==> src/hdl/cmu_pkg.sv <==
// Shared types, codes and helper functions for the clause mask unit propagation block.
package cmu_pkg;

  // Field widths of the stream words.
  localparam int OP_W   = 2;
  localparam int IDX_W  = 12;
  localparam int POS_W  = 5;
  localparam int MASK_W = 32;
  localparam int KIND_W = 2;

  // Operation codes carried in the input tuser.
  localparam logic [OP_W-1:0] OP_LOAD    = 2'd0;
  localparam logic [OP_W-1:0] OP_CLEAR   = 2'd1;
  localparam logic [OP_W-1:0] OP_RESTORE = 2'd2;
  localparam logic [OP_W-1:0] OP_TEST    = 2'd3;

  // Result kinds carried in the output tuser.
  localparam logic [KIND_W-1:0] KIND_UNIT     = 2'd0;
  localparam logic [KIND_W-1:0] KIND_CONFLICT = 2'd1;
  localparam logic [KIND_W-1:0] KIND_TEST     = 2'd2;

  // Result queue depth and its pointer and count widths.
  localparam int OUT_DEPTH = 4;
  localparam int OUT_PTR_W = 2;
  localparam int OUT_CNT_W = 3;

  // Operation after the read-modify-write step, on its way to result encoding.
  typedef struct packed {
    logic [OP_W-1:0]   op;
    logic [IDX_W-1:0]  idx;
    logic [MASK_W-1:0] mask;
    logic              two_before;
  } stage_t;

  // One result word.
  typedef struct packed {
    logic [KIND_W-1:0] kind;
    logic [IDX_W-1:0]  idx;
    logic [POS_W-1:0]  pos;
    logic              unit;
  } result_t;

  // True when exactly one bit of the mask is set.
  function automatic logic is_single(input logic [MASK_W-1:0] v);
    return (v != '0) && ((v & (v - 1'b1)) == '0);
  endfunction

  // Position of the lowest set bit, zero for an empty mask.
  function automatic logic [POS_W-1:0] lowest_set(input logic [MASK_W-1:0] v);
    logic [POS_W-1:0] p;
    p = '0;
    for (int i = MASK_W - 1; i >= 0; i--) begin
      if (v[i]) begin
        p = POS_W'(i);
      end
    end
    return p;
  endfunction

endpackage

==> src/hdl/cmu_result.sv <==
// Result encoding from the updated clause mask.
module cmu_result (
  input  logic             s2_valid,
  input  cmu_pkg::stage_t  s2,
  output logic             push,
  output cmu_pkg::result_t res
);

  logic                       empty;
  logic                       single;
  logic [cmu_pkg::POS_W-1:0]  low;

  assign empty  = (s2.mask == '0);
  assign single = cmu_pkg::is_single(s2.mask);
  assign low    = cmu_pkg::lowest_set(s2.mask);

  // Decide whether the operation reports anything, and what.
  always_comb begin
    push     = 1'b0;
    res.kind = cmu_pkg::KIND_UNIT;
    res.idx  = s2.idx;
    res.pos  = low;
    res.unit = 1'b0;
    case (s2.op)
      cmu_pkg::OP_LOAD: begin
        if (empty) begin
          res.kind = cmu_pkg::KIND_CONFLICT;
          push     = s2_valid;
        end else if (single) begin
          push = s2_valid;
        end
      end
      cmu_pkg::OP_CLEAR: begin
        if (empty) begin
          res.kind = cmu_pkg::KIND_CONFLICT;
          push     = s2_valid;
        end else if (s2.two_before) begin
          push = s2_valid;
        end
      end
      cmu_pkg::OP_RESTORE: begin
        push = 1'b0;
      end
      cmu_pkg::OP_TEST: begin
        res.kind = cmu_pkg::KIND_TEST;
        res.unit = single;
        res.pos  = single ? low : '0;
        push     = s2_valid;
      end
      default: begin
        push = 1'b0;
      end
    endcase
  end

endmodule

==> config.mk <==
export PLATFORM = sky130hd
export DESIGN_NAME = cmu_result
export DESIGN_NICKNAME = d
export VERILOG_FILES = /design/src/hdl/cmu_pkg.sv /design/src/hdl/cmu_result.sv
export SDC_FILE = /design/constraint.sdc
export NUM_CORES = 1
export LEC_CHECK = 0
export ABC_AREA = 1
export BUFFER_PORTS_ARGS = -buffer_cell sky130_fd_sc_hd__buf_2
export CORE_MARGIN = 2
export CORE_UTILIZATION = 47
export DETAILED_ROUTE_END_ITERATION = 16
export PLACE_DENSITY = 0.91
export SLEW_MARGIN = 30
export SYNTH_ARGS = -nofsm -noshare
export SYNTH_HDL_FRONTEND = slang
export SYNTH_SLANG_ARGS = --single-unit
==> constraint.sdc <==
create_clock -name vclk -period 7.5
set_input_delay 1.875 -clock vclk [all_inputs]
set_output_delay 1.875 -clock vclk [all_outputs]
set_load 0.02 [all_outputs]
==> impl_metrics.py <==
metrics = {
    "placement": {
        "place_ws_ns": 1.421,
        "gp_congestion": 0.9022,
        "place_hpwl_mm": 2.133,
        "numPortBuffers": 45,
        "dp_cells": 259,
    },
    "setup_path": {
        "arrival_ns": 4.21,
        "cp.required_ns": 5.62,
        "startpoint_type": "input port",
        "end_kind": "primary output",
        "critPathMaxFanout": 5,
        "path_class": "input port to primary output",
    },
    "final_layout": {
        "syn2layout_area_growth_pct": 17.15,
        "clkbuf_count": 0,
        "layout-drive-gt1-share": 0.2802,
        "seq_area_sq_um": 0,
        "nFlopsAndLatches": 0,
        "fillCellCount": 231,
        "final_cells": 259,
        "fin_nets": 282,
        "antennaDiodeCount": 0,
        "multi_input_area_sq_um": 725.7,
    },
    "power": {
        "power_density_nw_per_um2": 38.68,
        "leakage_nw": 0.7013,
        "switching_power_w": 0.00002698,
        "swShare": 0.6046,
        "ir_drop_mv": 0.01786,
        "clkPwrFrac": 0,
        "pwr-share-seq": 0,
        "comb_power_share": 1.000,
        "p_int_w": 0.00001764,
    },
    "synth": {
        "syn_inst": 199,
        "syn_nets": 247,
        "synth_top_area_cell": "nand2_1",
        "synth_top_area_share": 0.2363,
        "synth_cell_types": 31,
        "yosys_warnings": 0,
        "postSynthAreaPerCell_sq_um": 4.948,
        "seq_area_frac_synth": 0,
        "syn-cell-area_sq_um": 984.7,
        "synth_area_leaders": "nand2_1 (24%), inv_1 (14%), buf_4 (9.1%), nor2_1 (8.8%), o21ai_0 (4.6%)",
    },
    "detailed_routing": {
        "drc": 0,
        "dr.pass1.iters": 4,
        "dr_total_vias": 1262,
        "vias_per_cell": 4.873,
        "drt-initial-drc-count": 31,
        "routed_wl_mm": 2.403,
        "ant_nets": 0,
        "wl_per_cell_um": 9.278,
    },
    "timing": {
        "worstMarginPinSlew_ns": 0.3113,
        "hold_viol": 0,
        "finalSetupViolations": 0,
        "period_minus_slack_ns": 6.084,
        "grt_setup_unrepaired": "false",
        "worst_hold_slack_ns": 3.750,
        "layout_setup_ws_ns": 1.416,
        "final_max_slew_viol_count": 0,
        "setup_tns_ns": 0,
        "post-route-period-util": 0.8112,
        "slew_headroom": 0.7905,
        "timing.fmax_ghz": 0.1644,
    },
    "clocking": {
        "post_cts_resized": 0,
        "cts_setup_buffers": 0,
        "hold_buffers": 0,
    },
    "floorplan": {
        "dieWidth_um": 49.77,
        "die_y_um": 49.77,
        "ios": 69,
        "core_sq_um": 1962,
        "num_rows": 16,
        "dieArea_sq_um": 2477,
        "initial_core_util": 0.5019,
    },
    "grt": {
        "track_usage": 0.2014,
        "grt_pass1_vias": 1127,
        "grt_pass1_wl_mm": 4.202,
        "grt_max_degree": 6,
        "grt-ovfl-total": 0,
        "antenna_found_initial": 0,
    },
    "min_path": {
        "hold_path.class": "input port to primary output",
    },
    "status": {
        "status": "finished clean",
    },
    "run": {
        "maxCapViolCount": 0,
    },
}
[worst paths after layout]
kind	startpoint	cells after the start	end
setup / recovery	s2[5]	15	res[4]
hold / removal	s2[39]	0	res[12]
[metrics by stage]
step	power [W]	area [sq um]	util
5_1_grt	0.00005158	1154	0.5880
6_report	0.00004462	1154	0.5880
3_5_place_dp	0.00004440	1154	0.5880
4_1_cts	0.00004458	1154	0.5880
3_3_place_gp	0.00004350	1154	0.5880
2_1_floorplan	0.00003417	984.7	-
[Yosys cell counts (2+ instances only)]
master    number
nand3_1        4
nand4_1        5
nor2_1        23
o41ai_1        2
inv_2          6
nand2_1       62
nand2_4        2
nor2_2         5
inv_1         38
o21ai_0        9
nor2_4         3
nor3_1         5
nor4_1         2
a31oi_1        2
a21oi_1        3
a211oi_1       2
buf_4         12
[power by group through the flow]
| stage | Combinational (W) | Clock (W) | Sequential, W |
|---|---|---|---|
| final | 0.0000446 | 0 | 0 |
| after global routing | 0.0000516 | 0 | 0 |
| after CTS | 0.0000446 | 0 | 0 |
| after detailed placement | 0.0000444 | 0 | 0 |
| after global placement | 0.0000435 | 0 | 0 |
| after floorplan | 0.0000342 | 0 | 0 |
[area by class of cell]
class / count / area share
inverters: 45 / 0.1464
multi-input cells: 142 / 0.6291
well taps: 27 / 0.02928
repair buffers: 45 / 0.1952
[logic make-up after synthesis]
family | share of synthesized area
buffers and inverters | 0.2630
adder cells (fa/ha/maj) | 0.01017
AO/OA/AOI/OAI | 0.1906
AND/OR/NAND/NOR | 0.5362
[per-layer routing]
metal / GRT usage / routed length [um] / vias up
li1: - / - / 682
met1: 0.2473 / 1074 / 537
met3: 0.01515 / 146 / 4
met4: 0.01852 / 17 / 0
met5: 0 / 0 / -
met2: 0.3889 / 1165 / 39
[placed cells by master (no fill, tap or decap), types with 2 or more instances in the layout]
cell,netlist,final
nor2_4,3,3
inv_2,6,6
nand2_4,2,2
a31oi_1,2,2
a21oi_1,3,3
nand2_1,62,62
nor4_1,2,2
buf_2,0,45
a211oi_1,2,2
nor3_1,5,5
o21ai_0,9,9
nor2_2,5,5
o41ai_1,2,2
nand4_1,5,5
inv_1,38,38
nand3_1,4,4
nor2_1,23,23
[critical path, stage by stage]
cell and delay [ns]:
buf_2 0.11, nor2_1 0.19, nand2_1 0.20, nor2_8 0.16
inv_2 0.06, nor2_1 0.14, inv_2 0.06, nor4_1 0.17
o22ai_1 0.11, nor4_1 0.31, nand4_1 0.18, nand2_1 0.11
inv_2 0.06, a211oi_1 0.25, buf_2 0.23
Note: power is estimated with default switching activity, not from simulation.
