`src/hdl/cmu_pkg.sv`:
```
// Shared types, codes and helper functions for the clause mask unit propagation block.
package cmu_pkg;

  // Field widths of the stream words.
  localparam int OP_W   = 2;
  localparam int IDX_W  = 12;
  localparam int POS_W  = 5;
  localparam int MASK_W = 32;
  localparam int KIND_W = 2;

  // Operation codes carried in the input tuser.
  localparam logic [OP_W-1:0] OP_LOAD    = 2'd0;
  localparam logic [OP_W-1:0] OP_CLEAR   = 2'd1;
  localparam logic [OP_W-1:0] OP_RESTORE = 2'd2;
  localparam logic [OP_W-1:0] OP_TEST    = 2'd3;

  // Result kinds carried in the output tuser.
  localparam logic [KIND_W-1:0] KIND_UNIT     = 2'd0;
  localparam logic [KIND_W-1:0] KIND_CONFLICT = 2'd1;
  localparam logic [KIND_W-1:0] KIND_TEST     = 2'd2;

  // Result queue depth and its pointer and count widths.
  localparam int OUT_DEPTH = 4;
  localparam int OUT_PTR_W = 2;
  localparam int OUT_CNT_W = 3;

  // Operation after the read-modify-write step, on its way to result encoding.
  typedef struct packed {
    logic [OP_W-1:0]   op;
    logic [IDX_W-1:0]  idx;
    logic [MASK_W-1:0] mask;
    logic              two_before;
  } stage_t;

  // One result word.
  typedef struct packed {
    logic [KIND_W-1:0] kind;
    logic [IDX_W-1:0]  idx;
    logic [POS_W-1:0]  pos;
    logic              unit;
  } result_t;

  // True when exactly one bit of the mask is set.
  function automatic logic is_single(input logic [MASK_W-1:0] v);
    return (v != '0) && ((v & (v - 1'b1)) == '0);
  endfunction

  // Position of the lowest set bit, zero for an empty mask.
  function automatic logic [POS_W-1:0] lowest_set(input logic [MASK_W-1:0] v);
    logic [POS_W-1:0] p;
    p = '0;
    for (int i = MASK_W - 1; i >= 0; i--) begin
      if (v[i]) begin
        p = POS_W'(i);
      end
    end
    return p;
  endfunction

endpackage

```
`src/hdl/cmu_out_fifo.sv`:
```
// Small result queue that decouples the pipeline from the output stall.
module cmu_out_fifo (
  input  logic                            clk,
  input  logic                            rst,
  input  logic                            push,
  input  cmu_pkg::result_t                din,
  input  logic                            pop,
  output logic                            not_empty,
  output cmu_pkg::result_t                dout,
  output logic [cmu_pkg::OUT_CNT_W-1:0]   count
);

  cmu_pkg::result_t               slots [cmu_pkg::OUT_DEPTH];
  logic [cmu_pkg::OUT_PTR_W-1:0]  wr_ptr;
  logic [cmu_pkg::OUT_PTR_W-1:0]  rd_ptr;
  logic                           do_pop;

  assign not_empty = (count != '0);
  assign dout      = slots[rd_ptr];
  assign do_pop    = pop && not_empty;

  // Slot storage; the upstream credit check keeps a push off a full queue.
  always_ff @(posedge clk) begin
    if (push) begin
      slots[wr_ptr] <= din;
    end
  end

  // Pointers and fill count.
  always_ff @(posedge clk) begin
    if (rst) begin
      wr_ptr <= '0;
      rd_ptr <= '0;
      count  <= '0;
    end else begin
      if (push) begin
        wr_ptr <= wr_ptr + 1'b1;
      end
      if (do_pop) begin
        rd_ptr <= rd_ptr + 1'b1;
      end
      if (push && !do_pop) begin
        count <= count + 1'b1;
      end else if (!push && do_pop) begin
        count <= count - 1'b1;
      end
    end
  end

endmodule

```
`config.mk`:
```
export PLATFORM = sky130hd
export DESIGN_NAME = cmu_out_fifo
export DESIGN_NICKNAME = d
export VERILOG_FILES = /design/src/hdl/cmu_pkg.sv /design/src/hdl/cmu_out_fifo.sv
export SDC_FILE = /design/constraint.sdc
export NUM_CORES = 1
export LEC_CHECK = 0
export BUFFER_PORTS_ARGS = -buffer_cell sky130_fd_sc_hd__buf_2
export CORE_UTILIZATION = 55
export DETAILED_ROUTE_END_ITERATION = 16
export HOLD_SLACK_MARGIN = 0.08
export PLACE_DENSITY = 0.75
export SLEW_MARGIN = 25
export SYNTH_ARGS = -nofsm -noshare
export SYNTH_HDL_FRONTEND = slang
export SYNTH_SLANG_ARGS = --single-unit
export TNS_END_PERCENT = 20
```
`constraint.sdc`:
```
create_clock -name clk -period 5.2 [get_ports clk]
set_input_delay 1.04 -clock clk [delete_from_list [all_inputs] [get_ports clk]]
set_output_delay 1.04 -clock clk [all_outputs]
set_load 0.005 [all_outputs]
```
==> parameters.txt, run 1 <==
Parameter                              Value

Status
  Result of the run ... finished clean

Power
  P_leak ... 1.31 nW
  Internal Dissipation ... ~1.2 mW
  Switching power ... just over 0.4 mW
  VDD IR-drop max ... between 200 and 300 uV
  Portion of total power attributed to sequential cells ... about 54%
  Combinational cell fraction of total power ... roughly 22%
  Final total power ... 1.61 mW
  Clock power share ... 23.7%
  Switching share of power ... 25.5%
  Power density over cell area ... 426 mW/mm^2

Die
  Initial cell density of the core ... approximately 59%
  Number of ports placed on the die boundary ... 48
  Rows ... 27
  Die width ... ~80 um
  Std-Cell Core Area ... 0.00568 sq mm
  Die area ... approximately 0.0064 sq mm
  Die height ... 79.8 um

Yosys
  Syn Nets ... 177
  Dominant combinational cell family by area after synthesis ... multiplexers
  Mean area per synthesized cell ... between 20 and 25 sq um
  Ys Warns ... 0
  FF+latch count, synth ... 89
  Distinct cell type count after synthesis ... 19
  Mux cell area share after synthesis ... between 10 and 15%
  Gate count of the mapped netlist ... ~150
  Compound-Gate Fraction of Synth Area ... between 1 and 1.5%
  Simple-gate share of the synthesized area ... 1.92%
  Post-synthesis xor/xnor area fraction ... 1.31%
  Proportion of synthesized chip area in sequential cells ... approximately 78%
  Adder-cell area share of the yosys netlist ... under 10%
  Synthesized area ... between 0.003 and 0.004 sq mm

Cells and area
  Most frequent standard cell in the layout excluding fill and tap cells ... sky130_fd_sc_hd__edfxtp_1
  Net count reported at finish ... between 200 and 250
  Most frequent cells in the layout ... 80 x sky130_fd_sc_hd__edfxtp_1, 47 x sky130_fd_sc_hd__buf_2, 20 x sky130_fd_sc_hd__mux4_2
  Diode insertion count for antenna repair ... 0
  Area delta synth->final ... 13.6%
  Share of post-route cells with drive strength above 1 ... 39.8%
  Non-filler instance count after layout ... ~280

Drt
  Detailed router's first-iteration violation count ... roughly 90
  Per-cell routed wire length ... around 19 um
  Post-route DRC violation count ... 0
  Total routed wire length on the met1 layer ... between 2000 and 2500 um
  Total via count in the routed design ... about 1600
  Met2 routed wirelength ... 3030 um
  First-pass iteration count of the detailed router ... 4
  Routed length on met3 ... ~270 um
  Highest metal layer with signal wires ... met4
  Drt via density ... 5.58
  Number of routed nets with antenna violations ... 0
  Final WL ... 5380 um

Timing
  Final number of hold-violating endpoints ... 0
  Final cycle utilization of the critical path ... 55.8%
  Worst slew pin tran ... between 1 and 1.5 ns
  Slew headroom ... between 20% and 30%
  Final total negative setup slack ... 0 ns
  Unrepaired setup endpoints after global routing ... false
  Final setup violation count ... 0
  Largest clock skew in the final design ... 0.00722 ns
  Final setup margin ... 2.30 ns
  Minimum period implied by the final worst setup slack ... approximately 2.9 ns
  Top achievable clock speed ... approximately 340 MHz
  Pins over their slew limit ... 0

Setup path
  Depth of the worst register-to-register path ... 7
  Critical path startpoint category ... flop
  Data required time at the worst endpoint ... ~4.2 ns
  Data arrival, critical path ... between 1.5 and 2 ns
  Worst Setup End Kind ... output pin
  Worst-path fanout max ... 20
  Critical path class ... flop to output pin

CTS
  Hold-fix buffer count after cts ... 0
  Htree depth ... 3
  Post-CTS Setup Repair Bufs ... 0
  Worst skew pair latency ... between 0.3 and 0.4 ns
  TritonCTS buffer count ... 9
  Clock slew at reported path FFs ... 0.08 ns
  Clock tree from TritonCTS ... yes
  Post-cts sizing count ... 0
  CTS max path bufs ... 2
  # clock sinks ... a little under 90
  Clk root buf ... sky130_fd_sc_hd__clkbuf_8

Global routing
  GRT overflow ... 0
  Wire length of the first global-routing pass ... about 8300 um
  Vias in the first global route ... between 1500 and 2000
  Largest net degree at the start of global routing ... 21
  Initial antenna violation count ... 0
  Combined global-route utilization of all metal layers ... between 10% and 20%

Worst hold path
  Cell depth of the worst hold path ... 2
  Type of the most critical hold path ... flop to flop

Placement
  Place WS ... roughly 2.6 ns
  Number of buffer cells added on primary ports ... between 40 and 50
  Final weighted congestion of routability-driven global placement ... about 0.76
  Number of placed instances, taps included ... 262
  Post-DP HPWL ... around 3500 um

Flow run
  Maximum capacitance violations ... 0
Yosys cell counts:
cell / instances / area share (%)
sky130_fd_sc_hd__buf_6: 2 / 0.68
sky130_fd_sc_hd__fa_1: 1 / 0.60
sky130_fd_sc_hd__edfxtp_1: 80 / 72
sky130_fd_sc_hd__a21oi_1: 1 / 0.15
sky130_fd_sc_hd__inv_1: 3 / 0.34
sky130_fd_sc_hd__or3_1: 2 / 0.38
sky130_fd_sc_hd__xnor2_1: 1 / 0.26
sky130_fd_sc_hd__xor2_1: 4 / 1.1
sky130_fd_sc_hd__nor2_1: 7 / 0.79
sky130_fd_sc_hd__buf_2: 2 / 0.30
sky130_fd_sc_hd__mux2i_1: 2 / 0.60
sky130_fd_sc_hd__o31ai_4: 1 / 0.64
sky130_fd_sc_hd__and2_1: 4 / 0.75
sky130_fd_sc_hd__o21ai_0: 1 / 0.15
sky130_fd_sc_hd__o311ai_1: 1 / 0.26
sky130_fd_sc_hd__ha_1: 5 / 1.9
sky130_fd_sc_hd__mux4_2: 20 / 14
sky130_fd_sc_hd__dfxtp_1: 9 / 5.4
sky130_fd_sc_hd__clkbuf_1: 1 / 0.11
power groups by stage:
| stage | logic, mW | registers, mW | clock network, mW |
|---|---|---|---|
| final | 0.358 | 0.873 | 0.382 |
| after global routing | 0.396 | 0.879 | 0.416 |
| after CTS | 0.365 | 0.874 | 0.392 |
| after detailed placement | 0.363 | 0.890 | 0 |
| after global placement | 0.350 | 0.884 | 0 |
| after floorplan | 0.255 | 0.873 | 0 |
flip-flops by register name, summed over array words and instances (netlist names), named ones only:
register  count
slots        80
count         3
rd_ptr        2
wr_ptr        2
kinds of logic after synthesis:
family          after synthesis
compound gates                4
xor+xnor                      5
flops                        89
simple gates                 13
fa+ha+maj                     6
mux                          22
buf+inv                       8
final cells by class:
type / instances / area (sq um)
clock buffer: 12 / 135
clock inverter: 4 / 21.3
sequential: 89 / 2580
multi-input combinational: 50 / 702
timing repair buffer: 48 / 243
fill: 382 / 1890
tap: 72 / 90.1
inverter: 3 / 11.3
worst paths after layout:
check             slack [ns]              startpoint                      to
setup / recovery        2.30                    flop                 dout[9]
hold / removal          0.56  wr_ptr[0]$_SDFFE_PP0P_  wr_ptr[0]$_SDFFE_PP0P_
setup reg to reg        3.10   count[0]$_SDFFE_PP0P_   count[2]$_SDFFE_PP0P_
hold reg to reg         0.56  wr_ptr[0]$_SDFFE_PP0P_  wr_ptr[0]$_SDFFE_PP0P_
routing by layer:
layer / vias up / GRT usage (%)
met4: 0 / 10.7
met2: 44 / 33.8
met5: - / 0
met1: 799 / 21.1
met3: 8 / 4.11
li1: 701 / -
stage by stage:
step | utilization, % | cell area [sq um] | hold slack, ns
finish | 66.7 | 3780 | 0.558
floorplan | - | 3330 | 0.485
global route | 66.7 | 3780 | 0.598
detailed placement | 63.9 | 3630 | 0.532
CTS | 66.7 | 3780 | 0.561
global placement | 63.9 | 3630 | 0.517
worst max-delay path, cell delays in order (launching register included):
cell and delay (ns):
sky130_fd_sc_hd__dfxtp_1 0.94, sky130_fd_sc_hd__mux4_2 0.43, sky130_fd_sc_hd__buf_2 0.15
Power figures use the tool's default switching activity.
==> run 2: changes to the inputs <==
CORE_UTILIZATION = 50   (was 55)
PLACE_DENSITY = 0.72   (was 0.75)
clock period = 2.55 ns   (was 5.2 ns; I/O delays follow)
==> parameters.txt, run 2 (synthesis results as in run 1) <==
Parameter                              Value

Status
  Result of the run ... finished clean

Cells and area
  Utilization after layout ... 60.8% (-5.9 points)
  Number of flip-flops under the largest register name ... 80 (unchanged)
  Top flop regs ... slots x80, count x3
  Net count reported at finish ... 236 (+2.2%)
  Footprint of the multi-input gates ... 701 sq um (-0.18%)
  Reg with most FFs ... slots
  Most frequent cells in the layout ... 80 x sky130_fd_sc_hd__edfxtp_1, 47 x sky130_fd_sc_hd__buf_2, 20 x sky130_fd_sc_hd__mux4_2
  Most frequent standard cell in the layout excluding fill and tap cells ... sky130_fd_sc_hd__edfxtp_1
  Register cell area after layout ... 0.00258 sq mm (unchanged)
  Diode insertion count for antenna repair ... 0 (unchanged)
  Filler Cells Inserted ... 469 (+23%)
  Share of post-route cells with drive strength above 1 ... 42.2% (+2.4 points)
  Area delta synth->final ... 16.5%

Die
  Die area ... 0.00699 sq mm (+9.7%)
  Std-Cell Core Area ... 0.00639 sq mm (+13%)
  Number of ports placed on the die boundary ... 48 (unchanged)
  Die height ... 83.6 um (+4.8%)
  Die width ... 83.6 um (+4.8%)
  Rows ... 29 (+7.4%)
  Initial cell density of the core ... 52.2% (-6.5 points)

Global routing
  Vias in the first global route ... 1741 (+10%)
  Initial antenna violation count ... 0 (unchanged)
  Largest net degree at the start of global routing ... 21 (unchanged)
  Combined global-route utilization of all metal layers ... 16.7% (-2.3 points)
  GRT overflow ... 0 (unchanged)
  Wire length of the first global-routing pass ... 8630 um (+4.3%)

Timing
  Slew headroom ... 74.0% (+45 points)
  Final cycle utilization of the critical path ... 87.6%
  Largest clock skew in the final design ... 0.00491 ns (-0.00231 ns)
  Final total negative setup slack ... 0 ns (unchanged)
  Pins over their slew limit ... 0 (unchanged)
  Worst slew pin tran ... 0.390 ns (-0.682 ns)
  Unrepaired setup endpoints after global routing ... false
  Top achievable clock speed ... ~450 MHz
  Final number of hold-violating endpoints ... 0 (unchanged)
  Final setup violation count ... 0 (unchanged)
  Minimum period implied by the final worst setup slack ... 2.23 ns
  Final setup margin ... 0.317 ns (-1.98 ns)

Placement
  Post-DP HPWL ... 3380 um (-4.3%)
  Place WS ... 0.503 ns (-2.06 ns)
  Final weighted congestion of routability-driven global placement ... 0.747 (-2.0%)
  Number of buffer cells added on primary ports ... 47 (unchanged)

CTS
  # clock sinks ... 89 (unchanged)
  CTS max path bufs ... 2 (unchanged)
  Clk root buf ... sky130_fd_sc_hd__clkbuf_8
  Post-cts sizing count ... 0 (unchanged)
  Htree depth ... 3 (unchanged)
  TritonCTS buffer count ... 9 (unchanged)
  Clock tree from TritonCTS ... yes
  Clock slew at reported path FFs ... 0.08 ns (about the same)
  Post-CTS Setup Repair Bufs ... 0 (unchanged)
  Hold-fix buffer count after cts ... 0 (unchanged)
  Worst skew pair latency ... 0.34 ns (about the same)

Setup path
  Data required time at the worst endpoint ... 2.04 ns (-2.12 ns)
  Data arrival, critical path ... 1.72 ns (-0.14 ns)
  Worst Setup End Kind ... output pin
  Worst-path fanout max ... 20 (unchanged)
  Critical path class ... flop to output pin
  Critical path startpoint category ... flop
  Beginning of the worst register-to-register path ... count[0]$_SDFFE_PP0P_

Worst hold path
  Type of the most critical hold path ... input pin to flop
  Worst hold start ... din[10]

Flow run
  Maximum capacitance violations ... 0 (unchanged)

Power
  Power density over cell area ... 899 mW/mm^2 (+110%)
  Final total power ... 3.49 mW (+120%)
  P_leak ... 1.37 nW (+4.1%)
  VDD IR-drop max ... 490 uV (+92%)

Drt
  Final WL ... 5130 um (-4.8%)
  Number of routed nets with antenna violations ... 0 (unchanged)
  Total via count in the routed design ... 1553 (+0.064%)
  Detailed router's first-iteration violation count ... 102 (+15%)
  First-pass iteration count of the detailed router ... 4 (unchanged)
  Drt via density ... 5.39 (-3.4%)
  Post-route DRC violation count ... 0 (unchanged)
  Per-cell routed wire length ... 17.8 um (-8.1%)
[run 2: cell types whose count changed in the layout (fill, tap and decap cells not counted)]
cell                        before  now
sky130_fd_sc_hd__clkbuf_1        3    1
sky130_fd_sc_hd__clkinv_2        2    3
sky130_fd_sc_hd__and2_1          3    4
sky130_fd_sc_hd__clkinv_1        1    0
sky130_fd_sc_hd__buf_4           1    6
sky130_fd_sc_hd__and2_2          1    0
sky130_fd_sc_hd__bufinv_16       0    2
[run 2: where the power goes]
part / switching [mW] / internal (mW) / total (mW) / leakage [nW]
logic: 0.333 / 0.412 / 0.745 / 0.450
clock network: 0.443 / 0.547 / 0.990 / 0.106
registers: 0.0617 / 1.69 / 1.75 / 0.809
total: 0.838 / 2.65 / 3.49 / 1.37
[run 2: worst max-delay path: stages, from the launching register on]
cell,delay [ns]
sky130_fd_sc_hd__dfxtp_1,0.31
sky130_fd_sc_hd__buf_4,0.35
sky130_fd_sc_hd__mux4_2,0.57
sky130_fd_sc_hd__buf_2,0.14
[run 2: cell type report]
type / count / share of cell area, %
repair buffers: 53 / 7.22
flip-flops and latches: 89 / 66.5
inverters: 3 / 0.290
clock buffers: 10 / 3.29
clock inverters: 6 / 2.13
multi-input cells: 50 / 18.1
well taps: 77 / 2.48
[run 2: final timing paths]
kind / end / slack, ns / cells past startpoint
max: dout[10] / 0.32 / 3
min: slots[0][10]$_DFFE_PP_ / 0.38 / 1
max reg2reg: count[2]$_SDFFE_PP0P_ / 0.53 / 7
min reg2reg: flop / 0.53 / 2
[run 2: per-layer routing]
layer	vias to the layer above	GRT usage, %	wire length [um]
met1	790	19.8	2060
met5	-	0	0
li1	716	-	-
met2	36	28.5	2740
met4	0	7.09	96
met3	11	5.14	233
[run 2: metrics by stage]
| stage | hold slack, ns | area (sq um) | std cells |
|---|---|---|---|
| floorplan | 0.485 | 3330 | 147 |
| detailed placement | 0.509 | 3670 | 272 |
| global route | 0.362 | 3880 | 288 |
| global placement | 0.510 | 3670 | 272 |
| CTS | 0.365 | 3880 | 288 |
| finish | 0.380 | 3880 | 288 |
